`src/hdl/nic_pkg.sv`:
```
// Shared types and constants of the negative id cache.
package nic_pkg;

    localparam int ID_W = 64;
    localparam int OP_W = 2;

    // Operation codes.
    localparam logic [OP_W-1:0] OP_INSERT   = 2'd0;
    localparam logic [OP_W-1:0] OP_REMOVE   = 2'd1;
    localparam logic [OP_W-1:0] OP_CONTAINS = 2'd2;

    // Default geometry.
    localparam int DEF_SETS = 16;
    localparam int DEF_WAYS = 4;

    // The set index of a non power of two set count is found eight id bits per cycle.
    localparam int DIGIT_W   = 8;
    localparam int MOD_STEPS = ID_W / DIGIT_W;
    localparam int CNT_W     = $clog2(MOD_STEPS + 1);

    // Depth of the request queue between the front and the back.
    localparam int QDEPTH = 2;

    typedef struct packed {
        logic [OP_W-1:0] operation;
        logic [ID_W-1:0] id;
    } nic_cmd_t;

endpackage

```
`src/hdl/nic_if.sv`:
```
// Request and response channel interfaces of the negative id cache.
interface nic_req_if
    import nic_pkg::*;
();
    logic            valid;
    logic            ready;
    logic [OP_W-1:0] operation;
    logic [ID_W-1:0] id;

    modport source (output valid, output operation, output id, input ready);
    modport sink (input valid, input operation, input id, output ready);
endinterface


```
`src/hdl/nic_front.sv`:
```
// Front part: accepts request items and works out their set index.
module nic_front
    import nic_pkg::*;
#(
    parameter int SETS = DEF_SETS
) (
    input  logic                                    clk,
    input  logic                                    rst_n,
    nic_req_if.sink                                 req,
    input  logic                                    init_done,
    output logic                                    push_valid,
    input  logic                                    push_ready,
    output nic_cmd_t                                push_cmd,
    output logic [(SETS > 1 ? $clog2(SETS) : 1)-1:0] push_set
);

    localparam int   SET_W = (SETS > 1) ? $clog2(SETS) : 1;
    localparam bit   POW2  = ((SETS & (SETS - 1)) == 0);
    localparam logic [CNT_W-1:0] STEPS = POW2 ? '0 : CNT_W'(MOD_STEPS);
    localparam logic [SET_W:0]   SETS_X = (SET_W + 1)'(SETS);

    logic             busy_reg, busy_next;
    logic [CNT_W-1:0] cnt_reg, cnt_next;
    nic_cmd_t         cmd_reg, cmd_next;
    logic [ID_W-1:0]  shift_reg, shift_next;
    logic [SET_W-1:0] rem_reg, rem_next;
    logic [SET_W-1:0] rem_step;
    logic             accept;

    assign req.ready = !busy_reg && init_done;
    assign accept    = req.valid && req.ready;

    // Remainder update over the top eight bits, most significant bit first.
    always_comb
    begin
        logic [SET_W:0] tmp;
        tmp      = '0;
        rem_step = rem_reg;
        for (int k = 0; k < DIGIT_W; k++)
        begin
            tmp = {rem_step, shift_reg[ID_W-1-k]};
            if (tmp >= SETS_X)
            begin
                tmp = tmp - SETS_X;
            end
            rem_step = tmp[SET_W-1:0];
        end
    end

    always_comb
    begin
        busy_next  = busy_reg;
        cnt_next   = cnt_reg;
        cmd_next   = cmd_reg;
        shift_next = shift_reg;
        rem_next   = rem_reg;
        if (accept)
        begin
            busy_next          = 1'b1;
            cnt_next           = STEPS;
            cmd_next.operation = req.operation;
            cmd_next.id        = req.id;
            shift_next         = req.id;
            rem_next           = '0;
        end
        else if (busy_reg && cnt_reg != '0)
        begin
            cnt_next   = cnt_reg - 1'b1;
            shift_next = shift_reg << DIGIT_W;
            rem_next   = rem_step;
        end
        else if (busy_reg && push_ready)
        begin
            busy_next = 1'b0;
        end
    end

    always_ff @(posedge clk or negedge rst_n)
    begin
        if (!rst_n)
        begin
            busy_reg <= 1'b0;
            cnt_reg  <= '0;
        end
        else
        begin
            busy_reg <= busy_next;
            cnt_reg  <= cnt_next;
        end
    end

    always_ff @(posedge clk)
    begin
        cmd_reg   <= cmd_next;
        shift_reg <= shift_next;
        rem_reg   <= rem_next;
    end

    assign push_valid = busy_reg && (cnt_reg == '0);
    assign push_cmd   = cmd_reg;
    assign push_set   = (SETS == 1) ? '0 : (POW2 ? cmd_reg.id[SET_W-1:0] : rem_reg);

endmodule

```
`src/flat_wrapper.sv`:
```
// flat-port wrapper written by rule: the top's interface ports become plain ports
module nic_front_flat import nic_pkg::*;
#(
    parameter int SETS = DEF_SETS
)
  (clk, rst_n, init_done, push_valid, push_ready, push_cmd, push_set, req_valid, req_operation, req_id, req_ready);
  nic_req_if req_i ();
  input  logic clk;
  input  logic rst_n;
  input  logic init_done;
  output logic push_valid;
  input  logic push_ready;
  output nic_cmd_t push_cmd;
  output logic [(SETS > 1 ? $clog2(SETS) : 1)-1:0] push_set;
  input wire logic [$bits(req_i.valid)-1:0] req_valid;
  input wire logic [$bits(req_i.operation)-1:0] req_operation;
  input wire logic [$bits(req_i.id)-1:0] req_id;
  output wire logic [$bits(req_i.ready)-1:0] req_ready;
  assign req_i.valid = req_valid;
  assign req_i.operation = req_operation;
  assign req_i.id = req_id;
  assign req_ready = req_i.ready;
  nic_front #(.SETS(SETS)) u_core (.clk(clk), .rst_n(rst_n), .req(req_i), .init_done(init_done), .push_valid(push_valid), .push_ready(push_ready), .push_cmd(push_cmd), .push_set(push_set));
endmodule
```
`config.mk`:
```
export PLATFORM = sky130hd
export DESIGN_NAME = nic_front_flat
export DESIGN_NICKNAME = d
export VERILOG_FILES = /design/src/hdl/nic_pkg.sv /design/src/hdl/nic_if.sv /design/src/hdl/nic_front.sv /design/src/flat_wrapper.sv
export SDC_FILE = /design/constraint.sdc
export NUM_CORES = 1
export LEC_CHECK = 0
export BUFFER_PORTS_ARGS = -buffer_cell sky130_fd_sc_hd__buf_4
export CORE_MARGIN = 2
export CORE_UTILIZATION = 40
export CTS_CLUSTER_DIAMETER = 30
export DETAILED_ROUTE_END_ITERATION = 8
export GPL_TIMING_DRIVEN = 0
export PLACE_DENSITY = 0.76
export SYNTH_ARGS = -nofsm -noshare
export SYNTH_HDL_FRONTEND = slang
export SYNTH_SLANG_ARGS = --single-unit
```
`constraint.sdc`:
```
create_clock -name clk -period 2.6 [get_ports clk]
set_input_delay 0.39 -clock clk [delete_from_list [all_inputs] [get_ports clk]]
set_output_delay 0.39 -clock clk [all_outputs]
set_load 0.005 [all_outputs]
```
# == Word-level counts from Yosys, hierarchy flattened ==
# Cells that the tools add are included.
# totals
inputBits,71
output_inout_bits,72
elab_cells,22
reg_bits,71
# classes
n_reduce_logical,11
n_addsub,1
mux,5
eq_ne,1
# ops
operator,n
two-way mux 4 bit,2
logical AND 1 bit,5
zero test 4 bit,1
nonzero test 2 bit,2
nonzero test 4 bit,1
"subtractor 4 x 1 -> 4 bit, second input constant",1
two-way mux 1 bit,3
"inequality test 2 x 1 -> 1 bit, second input constant",1
AND reduction 2 bit,1
zero test 1 bit,1

# == Longest topological paths before layout ==
# depth
word_depth,5
depth_mapped,5
ltp_nobuf,5

# == Worst setup path after synthesis ==
# OpenSTA, ideal clock, no wires.
# synth_timing
path_kind,flip-flop to flip-flop
from,register u_core.busy_reg
to,register u_core.cmd_reg (netlist bit u_core.push_cmd[0]) (enable)
path_stages_with_launch,3
required_time_ns,2.179
setup_time_ns,0.421
slack_ns,0.240
arrival_time_ns,1.939
path_buffers,0
period_less_slack_ns,2.360
path_cell_list,dfrtp_1 nand3b_1 inv_1
# synth_via
elab_chain_cells,3
# synth_rtl
item,line_no,text
"start, declared",nic_front.sv:22,"logic busy_reg, busy_next;"
"start signal, assigned",nic_front.sv:87,busy_reg <= busy_next;
zero test 1 bit,nic_front.sv:30,assign req.ready = !busy_reg && init_done;
logical AND 1 bit,nic_front.sv:30,
logical AND 1 bit,nic_front.sv:31,assign accept = req.valid && req.ready;
net u_core.accept,nic_front.sv:28,logic accept;
"end signal, assigned",nic_front.sv:94,cmd_reg <= cmd_next;
"end, declared",nic_front.sv:24,"nic_cmd_t cmd_reg, cmd_next;"
# The timed path passes the listed nets, and every way through them passes these cells.
# A chain may end at the register's enable or synchronous reset.

# == Worst setup path in the final report ==
# layout_timing
from,register u_core.busy_reg
to,register u_core.cmd_reg (netlist bit u_core.push_cmd[25]) (enable)
# Same word-level chain as after synthesis.

==> results.yml <==
cts:
  cts-resized-gates: 0
  cts_tree: "built"
  clkSlewWorstSetupHoldPaths_ns: 0.07
  clk_path_buf_depth: 2
  hold_buffers: 1
  insertion_delay_ns: 0.33
  htreeDepth: 3
  postCtsSetupRepairBufs: 0
  cts_sinks: 71
  cts_root_buf: "clkbuf_8"
  cts_buffers: 9
final_layout:
  syn2layout_area_growth_pct: 60.6
  seq_area_mm2: 0.00211
  drive_above_1_share_pct: 63.7
  final_cell_mix: "buf_4 (146), edfxtp_1 (66), clkbuf_8 (9), dfrtp_1 (5), nand2_1 (4)"
  antenna_cells: 0
  nFillCells: 422
  multi_input_area_um2: 151
  fin_nets: 328
  utilization_pct: 66.8
  final_common_cell: "buf_4"
  largest_register_ffs: 66
min_path:
  hold_depth: 1
  worstHoldPathType: "primary input to flip-flop"
  holdPathEnd: "u_core.push_cmd[16]$_DFFE_PP_"
  hold_start: "req_id[16]"
setup_path:
  crit_type: "flip-flop to flip-flop"
  crit_chain: "nand3b_1, inv_2, buf_12"
  rr_startpoint: "u_core.busy_reg$_DFFE_PN0P_"
  cp_slowest_stage_delay_ns: 0.68
  end_kind: "flip-flop"
  worstPathRequired_ns: 2.63
  crit_fanout: 41
  critPathArrivalTime_ns: 2.03
  critPathBufInv: 2
  r2r-end: "u_core.push_cmd[25]$_DFFE_PP_"
  critPathLaunchType: "flip-flop"
  crit_family: "buffers and inverters"
  reg2reg_slack_ns: 0.60
  r2r_cells: 3
  slowest_stage: "inv_2"
sta:
  worst_slack_ns: 0.601
  rsz0062_at_grt: "false"
  setup_tns_ns: 0
  tightestPinTransition_ns: 0.875
  final_hold_viol_count: 0
  min_period_over_period_pct: 76.9
  slew_viol_final: 0
  finalSetupViolations: 0
  slew_headroom_pct: 41.6
  min_period_ns: 2.00
  fin_worst_skew_ns: 0.00463
  timing.fmax_mhz: 500
routing:
  drc: 0
  num_vias: 1484
  first_iter_violations: 72
  routed_wl_um: 5490
  antenna_left: 0
  wire_per_inst_um: 16.6
  dr.pass1.iters: 4
  via_per_inst: 4.48
placed_design:
  gp_congestion: 0.748
  hpwl_um: 4200
  io_buffer_count: 142
  dp_slack_ns: 0.594
synth:
  synth_cell_types: 18
  syn_nets: 173
  synth_edf_count: 66
  syn_inst: 100
  async_flop_share_pct: 7.04
  ys_warn_count: 0
  synth_area_mm2: 0.00230
  syn_avg_cell_area_um2: 23.0
  ys_ff_latch: 71
  yosys_most_used_dff: "edfxtp_1"
  seq_area_frac_synth_pct: 91.5
global_route:
  antenna_found_initial: 0
  grt_pass1_vias: 1501
  overflow: 0
  grt_usage_pct: 16.8
  grt_max_degree: 42
  grt_pass1_wl_um: 7720
floorplan:
  chipHeight_um: 79.9
  rows: 27
  dieArea_mm2: 0.00638
  ioPinCount: 143
  die_width_um: 79.9
  core_area_mm2: 0.00554
  initial_core_util_pct: 41.6
status:
  outcome: "finished, final reports clean"
power_and_ir_drop:
  vdd_drop_max_uv: 551
  power.density_mw_per_mm2: 771
  finalPower_mw: 2.85
  power.leakage_nw: 1.57
run:
  cap_violations: 0
==> metal layers <==
metal  up-vias  track usage, %  wire length (um)
met2        96            28.7              2870
li1        688               -                 -
met5         -               0                 0
met4         0            5.59                51
met1       693            18.9              1990
met3         7            7.24               576
==> per-stage QoR <==
stage                     std cells  hold slack (ns)  instance area [um^2]
final                           331            0.231                  3700
after global placement          314            0.195                  3460
after CTS                       331            0.214                  3700
after floorplan                 100           0.0944                  2300
after global routing            331            0.207                  3700
after detailed placement        315            0.195                  3480
==> worst max path at each step <==
stage,startpoint,end,slack (ns),depth (start not counted)
floorplan,u_core.busy_reg$_DFFE_PN0P_,u_core.push_cmd[0]$_DFFE_PP_,0.24,2
global placement,u_core.busy_reg$_DFFE_PN0P_,u_core.push_cmd[50]$_DFFE_PP_,-0.30,2
detailed placement,u_core.busy_reg$_DFFE_PN0P_,u_core.push_cmd[63]$_DFFE_PP_,0.59,3
CTS,u_core.busy_reg$_DFFE_PN0P_,u_core.push_cmd[25]$_DFFE_PP_,0.58,3
global route,u_core.busy_reg$_DFFE_PN0P_,u_core.push_cmd[25]$_DFFE_PP_,0.47,3
finish,u_core.busy_reg$_DFFE_PN0P_,u_core.push_cmd[25]$_DFFE_PP_,0.60,3
==> area by class of cell <==
cell class	instances	area share [%]
buffer	4	0.812
clock buffer	9	3.35
clock inverter	6	2.33
inverter	4	0.406
multi-input combinational	21	4.09
sequential	71	56.9
tap	72	2.43
timing repair buffer	144	29.6
==> power breakdown <==
part / switching (mW) / total [mW] / leakage (nW) / internal (mW)
clock: 0.391 / 0.923 / 0.105 / 0.533
sequential: 0.0683 / 1.47 / 0.662 / 1.40
combinational: 0.203 / 0.463 / 0.802 / 0.260
==> cell usage after synthesis, types with 2 or more instances <==
library cell  number  area [um^2]
buf_4              4         30.0
dfrtp_1            5          125
edfxtp_1          66         1980
ha_1               2         25.0
inv_1              4         15.0
mux2i_1            3         30.0
nand2_1            4         15.0
nor2_1             2         7.51
==> cell families after synthesis <==
group	after synthesis	share of synthesized area [%]
DFF	71	91.5
and+or+nand+nor	13	3.53
AOI/OAI and AO/OA	3	0.651
muxes	3	1.30
adders and majority gates	2	1.09
buffers and inverters	8	1.96
==> worst register-to-register path, cell delays in order, from the launching register on <==
cell      delay [ns]
dfrtp_1         0.44
nand3b_1        0.27
inv_2           0.68
buf_12          0.29
Power figures use the tool's default switching activity.
