## src/hdl/nic_pkg.sv

```systemverilog
// Shared types and constants of the negative id cache.
package nic_pkg;

    localparam int ID_W = 64;
    localparam int OP_W = 2;

    // Operation codes.
    localparam logic [OP_W-1:0] OP_INSERT   = 2'd0;
    localparam logic [OP_W-1:0] OP_REMOVE   = 2'd1;
    localparam logic [OP_W-1:0] OP_CONTAINS = 2'd2;

    // Default geometry.
    localparam int DEF_SETS = 16;
    localparam int DEF_WAYS = 4;

    // The set index of a non power of two set count is found eight id bits per cycle.
    localparam int DIGIT_W   = 8;
    localparam int MOD_STEPS = ID_W / DIGIT_W;
    localparam int CNT_W     = $clog2(MOD_STEPS + 1);

    // Depth of the request queue between the front and the back.
    localparam int QDEPTH = 2;

    typedef struct packed {
        logic [OP_W-1:0] operation;
        logic [ID_W-1:0] id;
    } nic_cmd_t;

endpackage

```

## src/hdl/nic_queue.sv

```systemverilog
// Two entry request queue between the front and the back.
module nic_queue
    import nic_pkg::*;
#(
    parameter int WIDTH = 8
) (
    input  logic             clk,
    input  logic             rst_n,
    input  logic             push_valid,
    output logic             push_ready,
    input  logic [WIDTH-1:0] push_data,
    output logic             pop_valid,
    input  logic             pop_ready,
    output logic [WIDTH-1:0] pop_data
);

    localparam int PTR_W = $clog2(QDEPTH);
    localparam int CNT_QW = $clog2(QDEPTH + 1);

    logic [WIDTH-1:0]  slot_reg [QDEPTH];
    logic [PTR_W-1:0]  wr_reg, rd_reg;
    logic [CNT_QW-1:0] count_reg, count_next;
    logic              do_push, do_pop;

    assign push_ready = (count_reg != CNT_QW'(QDEPTH));
    assign pop_valid  = (count_reg != '0);
    assign do_push    = push_valid && push_ready;
    assign do_pop     = pop_valid && pop_ready;
    assign pop_data   = slot_reg[rd_reg];

    always_comb
    begin
        count_next = count_reg;
        if (do_push && !do_pop)
        begin
            count_next = count_reg + 1'b1;
        end
        else if (do_pop && !do_push)
        begin
            count_next = count_reg - 1'b1;
        end
    end

    always_ff @(posedge clk or negedge rst_n)
    begin
        if (!rst_n)
        begin
            wr_reg    <= '0;
            rd_reg    <= '0;
            count_reg <= '0;
        end
        else
        begin
            if (do_push)
            begin
                wr_reg <= wr_reg + 1'b1;
            end
            if (do_pop)
            begin
                rd_reg <= rd_reg + 1'b1;
            end
            count_reg <= count_next;
        end
    end

    always_ff @(posedge clk)
    begin
        if (do_push)
        begin
            slot_reg[wr_reg] <= push_data;
        end
    end

endmodule

```

## config.mk

```make
export PLATFORM = sky130hd
export DESIGN_NAME = nic_queue
export DESIGN_NICKNAME = d
export VERILOG_FILES = /design/src/hdl/nic_pkg.sv /design/src/hdl/nic_queue.sv
export SDC_FILE = /design/constraint.sdc
export NUM_CORES = 1
export LEC_CHECK = 0
export BUFFER_PORTS_ARGS = -buffer_cell sky130_fd_sc_hd__buf_2
export CORE_ASPECT_RATIO = 0.8
export CORE_MARGIN = 1.5
export CORE_UTILIZATION = 48
export CTS_CLUSTER_SIZE = 40
export DETAILED_ROUTE_END_ITERATION = 10
export PLACE_DENSITY = 0.74
export SLEW_MARGIN = 0
export SYNTH_ARGS = -nofsm -noshare
export SYNTH_HDL_FRONTEND = slang
export SYNTH_SLANG_ARGS = --single-unit
```

## constraint.sdc

```tcl
create_clock -name clk -period 1.74 [get_ports clk]
set_input_delay 0.174 -clock clk [delete_from_list [all_inputs] [get_ports clk]]
set_output_delay 0.174 -clock clk [all_outputs]
set_load 0.02 [all_outputs]
```

# Yosys cells after proc, flatten, opt, wreduce, memory -nomap -nowiden
# Memory sizes are Yosys's and may differ from the RTL's.
# Cells that the tools add are included.
# word_totals
ff_bits,4
mem_bits_rw,16
in_bits,12
output_inout_bits,10
wordCells,21
memories,1
# mem_list
name,words,width,read_ports,rd_clocked_by_memory_dff,wr,line,rtl
slot_reg,2,8,1,0,1,nic_queue.sv:20,logic [WIDTH-1:0] slot_reg [QDEPTH];
# op_classes
n_addsub,4
eq_ne,1
n_mux,4
n_reduce_logical,8
# ops
cell,n
1-bit logical AND,4
2-bit 2-to-1 mux,2
2-bit nonzero test,2
"1-bit adder, second input constant",2
"2-bit by 1-bit adder with 2-bit output, second input constant",1
1-bit logical NOT,2
1-bit 2-to-1 mux,2
"2-bit != test, second input constant",1
"2-bit by 1-bit subtractor with 2-bit output, second input constant",1

# Depth between registers and ports, before layout
# Gate-level depths: netlist of run 1.
# logic_depth
word_depth,6
depth_mapped,7

# Worst setup path before layout of run 1
# No wires, ideal clock.
# synth_timing
path_kind,register -> register
startpoint,reg count_reg[0]
endpoint,"mem slot_reg[0][0], enable pin"
setup_time_ns,0.370
arrival_ns,1.045
required_time_ns,1.370
setup_slack_ns,0.325
stages_incl_launch_ff,4
period_less_slack_ns,1.415
cell_sequence,dfrtp_1 nand2b_4 nand2_1 nor2_1
# synth_between
elab_chain_len,4
# synth_rtl
element,line,rtl
start: declaration,nic_queue.sv:22,"logic [CNT_QW-1:0] count_reg, count_next;"
start signal: assignment,nic_queue.sv:62,count_reg <= count_next;
2-bit != test,nic_queue.sv:25,assign push_ready = (count_reg != CNT_QW'(QDEPTH));
via push_ready,nic_queue.sv:10,"output logic push_ready,"
1-bit logical AND,nic_queue.sv:27,assign do_push = push_valid && push_ready;
1-bit 2-to-1 mux,nic_queue.sv:68,if (do_push)
1-bit 2-to-1 mux (not written as such),nic_queue.sv:70,slot_reg[wr_reg] <= push_data;
end: declaration,nic_queue.sv:20,
# The timed path passes the listed nets, and every way through them passes these cells.

# Worst setup path in the final report of run 1
# layout_timing
startpoint,reg rd_reg
endpoint,out pop_data[7]
# layout_between
elab_chain_len,1
# layout_rtl
element,line,rtl
start: declaration,nic_queue.sv:21,"logic [PTR_W-1:0] wr_reg, rd_reg;"
start signal: assignment,nic_queue.sv:60,rd_reg <= rd_reg + 1'b1;
memory 2 x 8 bit,n/a,
end: declaration,nic_queue.sv:14,output logic [WIDTH-1:0] pop_data
# No other way between the ends.

==> results.txt, run 1 <==
The top fanout value on the critical path was 9. The tools report the post-placement cell count as 86. The sequential area share after synthesis is 0.7377. After clock tree synthesis, the clock-pin slew on the worst setup and hold paths is 0.11 ns. The synthesis-to-layout area growth is 22.58%. For the pin with the worst max-slew slack, the measured transition is 0.3907 ns.

The proportion of layout cells with a drive suffix above 1 was 0.5286; the maximum vdd ir drop was 1.101 mV. Summed over all nets, the half-perimeter wirelength after detailed placement is 833.3 um. The number of gates on the worst path with buffers counted is 2. STA classifies the critical path startpoint as a flip-flop. The TritonCTS sink count was 20. No sink is reached through more buffers than the 2 on the longest clock path. Setup total negative slack on the finished layout was measured at 0 ns. Row generation in the floorplan step produced 12 rows. The floorplan step defined a die boundary enclosing 0.001893 mm2. The required arrival time at the worst endpoint was 1.57 ns. The number of max-slew violations in the final report is 0, and the die width is 48.27 um.

The cell family with the largest share of critical-path delay was flip-flops. The run gives 0.2775 ns as the worst slack at placement. The initial antenna violation count is 0.

In the layout the commonest cells are sky130_fd_sc_hd__buf_2 (21), sky130_fd_sc_hd__edfxtp_1 (16), sky130_fd_sc_hd__mux2_2 (8). The count of nets left with antenna violations once routing finished came out at 0. The core box area was 0.001456 mm2; the number of distinct library cells after synthesis was 14. The overall via count from detail_route was 415. Kind of path behind the tightest hold check: in -> reg. Timing would allow up to 633.3 MHz.

The first global-routing pass estimated 1628 um of wire. Via count of the first global-routing pass: 408. The remaining global-route overflow came out at 0. The length of the first detailed-routing pass in iterations was 1. Synthesis produced a netlist with a net count of 56.

Setup violations remaining at the end of the flow were counted as 0. After detailed routing, the average wire length per cell comes to 12.05 um. After filler insertion, the fill cell instance count of the layout stands at 124. The tool flagged a number of max-cap violations equal to 0.

After the last flow step, the layout net total stands at 84. The worst hold path depth is 1. For this design the static power due to leakage is 0.3980 nW.

Input and output buffers added on the ports amount to 21. For the number of setup buffers added after CTS, the log shows 0. After technology mapping, the gate count stands at 43.

After layout, the worst setup slack is 0.1609 ns. Buffers inserted during clock tree synthesis total 3. Among all stages on the critical path, the largest delay is contributed by sky130_fd_sc_hd__dfrtp_1. The run gives 0.7059 as the final weighted congestion of routability-driven global placement.

The cell count of the worst reg-to-reg path was 6. Traced cell by cell, the critical path runs through mux2_2, buf_2. In this run the vertical extent of the chip is 39.22 um.

Yosys printed 0 warnings. The minimum clock period after layout was 1.579 ns; the share of the cycle needed by the critical path after routing was 0.9075. The logs give 0 for the diode insertion count for antenna repair and 0 for the DRC violations left. The starting density of the core came out at 0.5404. For the initial DRC count, the log shows 0. The category of the critical setup timing path was reg -> out. The number of synthesized register bits was 20; the clock latency on the worst-skew pair was 0.29 ns. Final non-filler cell total: 91.

The run finished with clean final reports. The flip-flop count of the largest register after layout is 16, and the delay of the slowest cell on the worst path is 0.59 ns. The tools report the total count of hold-check failures in the final report as 0.

The largest area contributor in the synthesized netlist was sky130_fd_sc_hd__edfxtp_1. The root buffer cell chosen for the clock tree is sky130_fd_sc_hd__clkbuf_4. Between clock sinks in the finished design, the worst skew comes to 0.009422 ns. Power comes to 1.623 mW.

Power density relative to cell area: 1683 mW/mm2. The cell area that synthesis handed to floorplanning was 787.0 um2. The tools report the worst slew slack as a fraction of its limit as 0.7395.

Ranked by total cell area, the synthesized netlist is headed by sky130_fd_sc_hd__edfxtp_1 (61%), sky130_fd_sc_hd__dfrtp_1 (13%), sky130_fd_sc_hd__mux2_2 (11%), sky130_fd_sc_hd__xnor2_1 (3.3%), sky130_fd_sc_hd__xor2_1 (2.2%). The tools report the H-tree depth reported by CTS as 1. TritonCTS built the clock tree. The overall routed net length is 1097 um, and the cell area after layout is 964.7 um2. Data on the critical path arrives at its endpoint at 1.41 ns.

Buffering stage count on the worst path with inverters included: 1. Element type at the critical path end: an output pin. The maximum number of pins on one net before global-route repair is 12, and the number of top-level pins is 22. The overall track demand over capacity in global routing was 0.1365.

Area fraction of the dominant cell type after synthesis: 0.6105. Setup repair after global routing left no endpoint under its margin. Dividing the detail-routed via count by the number of cells gives 4.560. Leaving out fill and tap cells, the most frequent cell in the layout is sky130_fd_sc_hd__buf_2. The instance area at placement is 928.4 um2, and the post-synthesis area per instance is 18.30 um2.
-- metrics by stage --
stage | hold WS (ns) | utilization
floorplan | -0.1216 | -
global placement | -0.01429 | 0.6375
detailed placement | -0.01683 | 0.6375
CTS | 0.06535 | 0.6624
global route | 0.04767 | 0.6624
finish | 0.06506 | 0.6624
-- worst paths after layout --
check	startpoint	to	slack, ns
setup / recovery	rd_reg	pop_data[7]	0.16
min in group asynchronous	rst_n	wr_reg	0.22
hold reg to reg	wr_reg	wr_reg	0.51
hold / removal	push_data[6]	slot_reg[0][6]	0.07
setup reg to reg	count_reg[0]	count_reg[1]	0.30
max in group asynchronous	rst_n	count_reg[1]	1.40
-- cells in the mapped netlist, drive strengths merged --
library cell	count
edfxtp	16
mux2	8
dfrtp	4
xnor2	3
nand2	2
nor2	2
xor2	2
and3	1
buf	1
ha	1
inv	1
nand2b	1
or2	1
-- per-layer routing --
layer	vias up	track usage	wire length [um]
li1	208	-	-
met1	195	0.1498	475
met2	12	0.2500	553
met3	0	0.05140	68
met4	0	0.02027	0
met5	-	0	0
-- timing repair --
action                    in CTS  in global routing
hold endpoints to repair       4                  0
resized for setup              0                  0
hold buffers                   1                  0
-- final cells by class --
class,instances,area (um2),share of cell area
flip-flops and latches,20,580.6,0.6018
multi-input cells,21,197.7,0.2049
repair buffers,24,130.1,0.1349
clock buffers,4,26.28,0.02724
well taps,21,26.28,0.02724
inverters,1,3.754,0.003891
-- worst reg2reg max path, cell delays in order, from the launching register on --
cell,delay (ns)
sky130_fd_sc_hd__dfrtp_1,0.44
sky130_fd_sc_hd__nand2b_4,0.17
sky130_fd_sc_hd__nand2_1,0.11
sky130_fd_sc_hd__inv_1,0.06
sky130_fd_sc_hd__ha_1,0.32
sky130_fd_sc_hd__nor2_1,0.13
sky130_fd_sc_hd__xor2_1,0.14
-- power breakdown --
group / internal [mW] / total, mW / switching (mW)
sequential: 0.668 / 0.772 / 0.103
combinational: 0.303 / 0.638 / 0.335
clock: 0.0888 / 0.214 / 0.125
total: 1.06 / 1.62 / 0.563
-- cells by family (layout without fill, tap and decap cells) --
kind of cell / count (synthesis) / count (layout) / share of synthesized area
XOR/XNOR: 5 / 5 / 0.05565
adder cells (fa/ha/maj): 1 / 1 / 0.01590
buffers and inverters: 2 / 29 / 0.01112
flip-flops: 20 / 20 / 0.7377
multiplexers: 8 / 8 / 0.1145
AND/OR/NAND/NOR: 7 / 7 / 0.06518
Note: power is estimated with default switching activity, not from simulation.
==> run 2, diff against run 1 <==
--- a/config.mk
+++ b/config.mk
@@ -9,6 +9,7 @@
 export CORE_ASPECT_RATIO = 0.8
 export CORE_MARGIN = 1.5
 export CORE_UTILIZATION = 48
+export CTS_BUF_LIST = sky130_fd_sc_hd__clkbuf_16
 export CTS_CLUSTER_SIZE = 40
 export DETAILED_ROUTE_END_ITERATION = 10
 export PLACE_DENSITY = 0.74
==> run 2 against run 1 <==
  * Sequential cell count stayed put
  * Critical path type unchanged
  * Highest routed layer unchanged
  * First-iteration DRC count is 4 higher
  * Critical endpoint unchanged
  * Sequential share of layout area is 3.1 points lower
  * Largest power group unchanged
  * Critical path depth stayed put
  * Clock power is 110% higher
  * Non-clock buffer count stayed put
  * Wire length is 5.0% higher
  * Clock-buffer cell count is 1 lower
==> results.txt, run 2 (synthesis gave the netlist of run 1 again) <==
The number of buffers on the longest clock path is 2 (unchanged), and the max-cap violation count is 0 (unchanged). The total count of hold-check failures in the final report came out at 0 (unchanged). The run gives 0.4253 nW (was 0.3980 nW) as the static leakage.

The run finished with clean final reports. The length of the first detailed-routing pass in iterations was 2 (was 1); the cell area after layout was 0.001017 mm2 (was 964.7 um2). For the number of top-level pins, the log shows 22 (unchanged).

The most common cell after layout, fill and taps aside was sky130_fd_sc_hd__buf_2 (unchanged). The clock-pin transition on the worst setup and hold timing paths is 0.05 ns (was 0.11 ns), and the initial antenna violation count is 0 (unchanged). Number of rows created at floorplan: 12 (unchanged).

The run gives 0.414 (was 0.475) as the proportion of power drawn by flip-flops and latches. The run gives 0.243 (was 0.132) as the part of the power in the clock network. The core box area was 0.001456 mm2 (unchanged). The tools report the initial DRC count as 4 (was 0).

The full die area was 0.001893 mm2 (unchanged); the overall via count from detail_route was 420 (was 415). Commonest cells after routing, fill and taps aside: sky130_fd_sc_hd__buf_2 (21), sky130_fd_sc_hd__edfxtp_1 (16), sky130_fd_sc_hd__mux2_2 (8) (unchanged). The maximum clock skew at final layout was 0.003761 ns (was 0.009422 ns); the overall track demand over capacity in global routing was 0.1493 (was 0.1365).

The minimum clock period after layout came out at 1.527 ns (was 1.579 ns). The final count of negative-setup-slack endpoints was 0 (unchanged); the net switching fraction of the power was 0.3139 (was 0.3471). For the quantity of hold-fixing buffers added after cts, the log shows 1 (unchanged).

The internal power component was 1.278 mW (was 1.060 mW). The run gives 1.35 ns (was 1.41 ns) as the arrival time of the worst setup path. The number of max-slew violations in the final report came out at 0 (unchanged). Setup repair after global routing left no endpoint under its margin. The category of the critical setup timing path was reg -> out (unchanged). The average wire per standard cell is 12.66 um (was 12.05 um). The number of routed nets with antenna violations is 0 (unchanged). The number of nets in the finished design came out at 84 (unchanged). The kind of path behind the tightest hold check was in -> reg (unchanged). The top fanout value on the critical path came out at 9 (unchanged). The end-of-flow core utilization was 0.6985 (was 0.6624). The library cell used as clock root buffer is sky130_fd_sc_hd__clkbuf_16 (was sky130_fd_sc_hd__clkbuf_4).

The tools report the element type at the critical path end as an output pin (unchanged). The clock latency on the worst-skew pair was 0.25 ns (was 0.29 ns); the slew at the pin closest to its max-slew limit was 0.3893 ns (was 0.3907 ns). The part of the power in combinational logic is 0.343 (was 0.393). The detailed placement HPWL is 833.3 um (unchanged). The instance area at placement is 928.4 um2 (unchanged), and the H-tree depth reported by CTS is 1 (unchanged). The maximum number of pins on one net before global-route repair was 12 (unchanged); the count of port buffers added during placement was 21 (unchanged).

The sort of element at the start of the critical path is a flip-flop (unchanged). The starting density of the core is 0.5404 (unchanged). Highest clock rate: 655.0 MHz (was 633.3 MHz). The proportion of layout cells with a drive suffix above 1 is 0.5286 (unchanged), and the DRC violations left is 0 (unchanged).

The ratio of routed vias to standard cells is 4.615 (was 4.560). Share of the cycle needed by the critical path after routing: 0.8774 (was 0.9075). TritonCTS built the clock tree.

Overall routed net length: 1152 um (was 1097 um). The floorplan die height is 39.22 um (unchanged), and the final weighted congestion of routability-driven global placement is 0.7059 (unchanged). The worst slew slack as a fraction of its limit is 0.7405 (was 0.7395), and the number of buffers created by CTS is 3 (unchanged). The die width was 48.27 um (unchanged); the maximum vdd ir drop was 1.144 mV (was 1.101 mV). The diode insertion count for antenna repair came out at 0 (unchanged). The final sum of negative setup slack was 0 ns (unchanged). Via count of the first global-routing pass: 409 (was 408). The logs give 0 (unchanged) for the count of cells resized by post-cts repair and 0.5849 mW (was 0.5634 mW) for the switching power. Number of setup buffers added after CTS: 0 (unchanged). The run gives 0 (unchanged) as the remaining global-route overflow. The required arrival time at the worst endpoint is 1.57 ns (about the same), and the first-pass GRT wire length is 1745 um (was 1628 um). The TritonCTS sink count was 20 (unchanged); the synthesis-to-layout area growth was 29.25% (was 22.58%). The power density relative to cell area is 1832 mW/mm2 (was 1683 mW/mm2). The flip-flop count of the largest register after layout works out to 16 (unchanged).
[run 2: path summary, 6_finish.rpt]
check,from,end,slack (ns),depth (start not counted)
max in group asynchronous,rst_n,rd_reg,1.35,2
min in group asynchronous,rst_n,count_reg[0],0.27,2
min,push_data[6],slot_reg[0][6],0.11,1
max,rd_reg,pop_data[7],0.21,2
max reg2reg,count_reg[0],count_reg[1],0.31,6
min reg2reg,wr_reg,wr_reg,0.50,1
[run 2: power groups by stage]
stage          logic (mW)  registers [mW]  clock network (mW)
4_1_cts             0.651           0.775               0.465
3_3_place_gp        0.628           0.775                   0
3_5_place_dp        0.645           0.785                   0
2_1_floorplan       0.500           0.728                   0
6_report            0.639           0.771               0.453
5_1_grt             0.688           0.787               0.484
[run 2: final cells by class]
cell class                 count  area [um2]
tap                           21       26.28
multi-input combinational     21       197.7
sequential                    20       580.6
timing repair buffer          24       130.1
inverter                       1       3.754
clock buffer                   3       75.07
fill                         115       439.2
clock inverter                 1       3.754
[run 2: metal layers]
metal | wire (um) | vias up | global-route usage
li1 | - | 211 | -
met1 | 467 | 197 | 0.1529
met2 | 616 | 12 | 0.2697
met3 | 68 | 0 | 0.05140
met4 | 0 | 0 | 0.06081
met5 | 0 | - | 0
[run 2: worst max-delay path: stages, from the launching register on]
cell and delay [ns]:
sky130_fd_sc_hd__dfrtp_1 0.56, sky130_fd_sc_hd__mux2_2 0.38, sky130_fd_sc_hd__buf_2 0.16
[run 2: through the flow]
step / power [mW] / hold slack [ns] / std cells / setup slack (ns)
4_1_cts: 1.892 / 0.1104 / 91 / 0.1855
3_3_place_gp: 1.404 / -0.01429 / 86 / 0.3552
5_1_grt: 1.959 / 0.1068 / 91 / 0.1513
2_1_floorplan: 1.228 / -0.1216 / 43 / 0.3247
3_5_place_dp: 1.430 / -0.01683 / 86 / 0.2775
6_report: 1.863 / 0.1117 / 91 / 0.2133
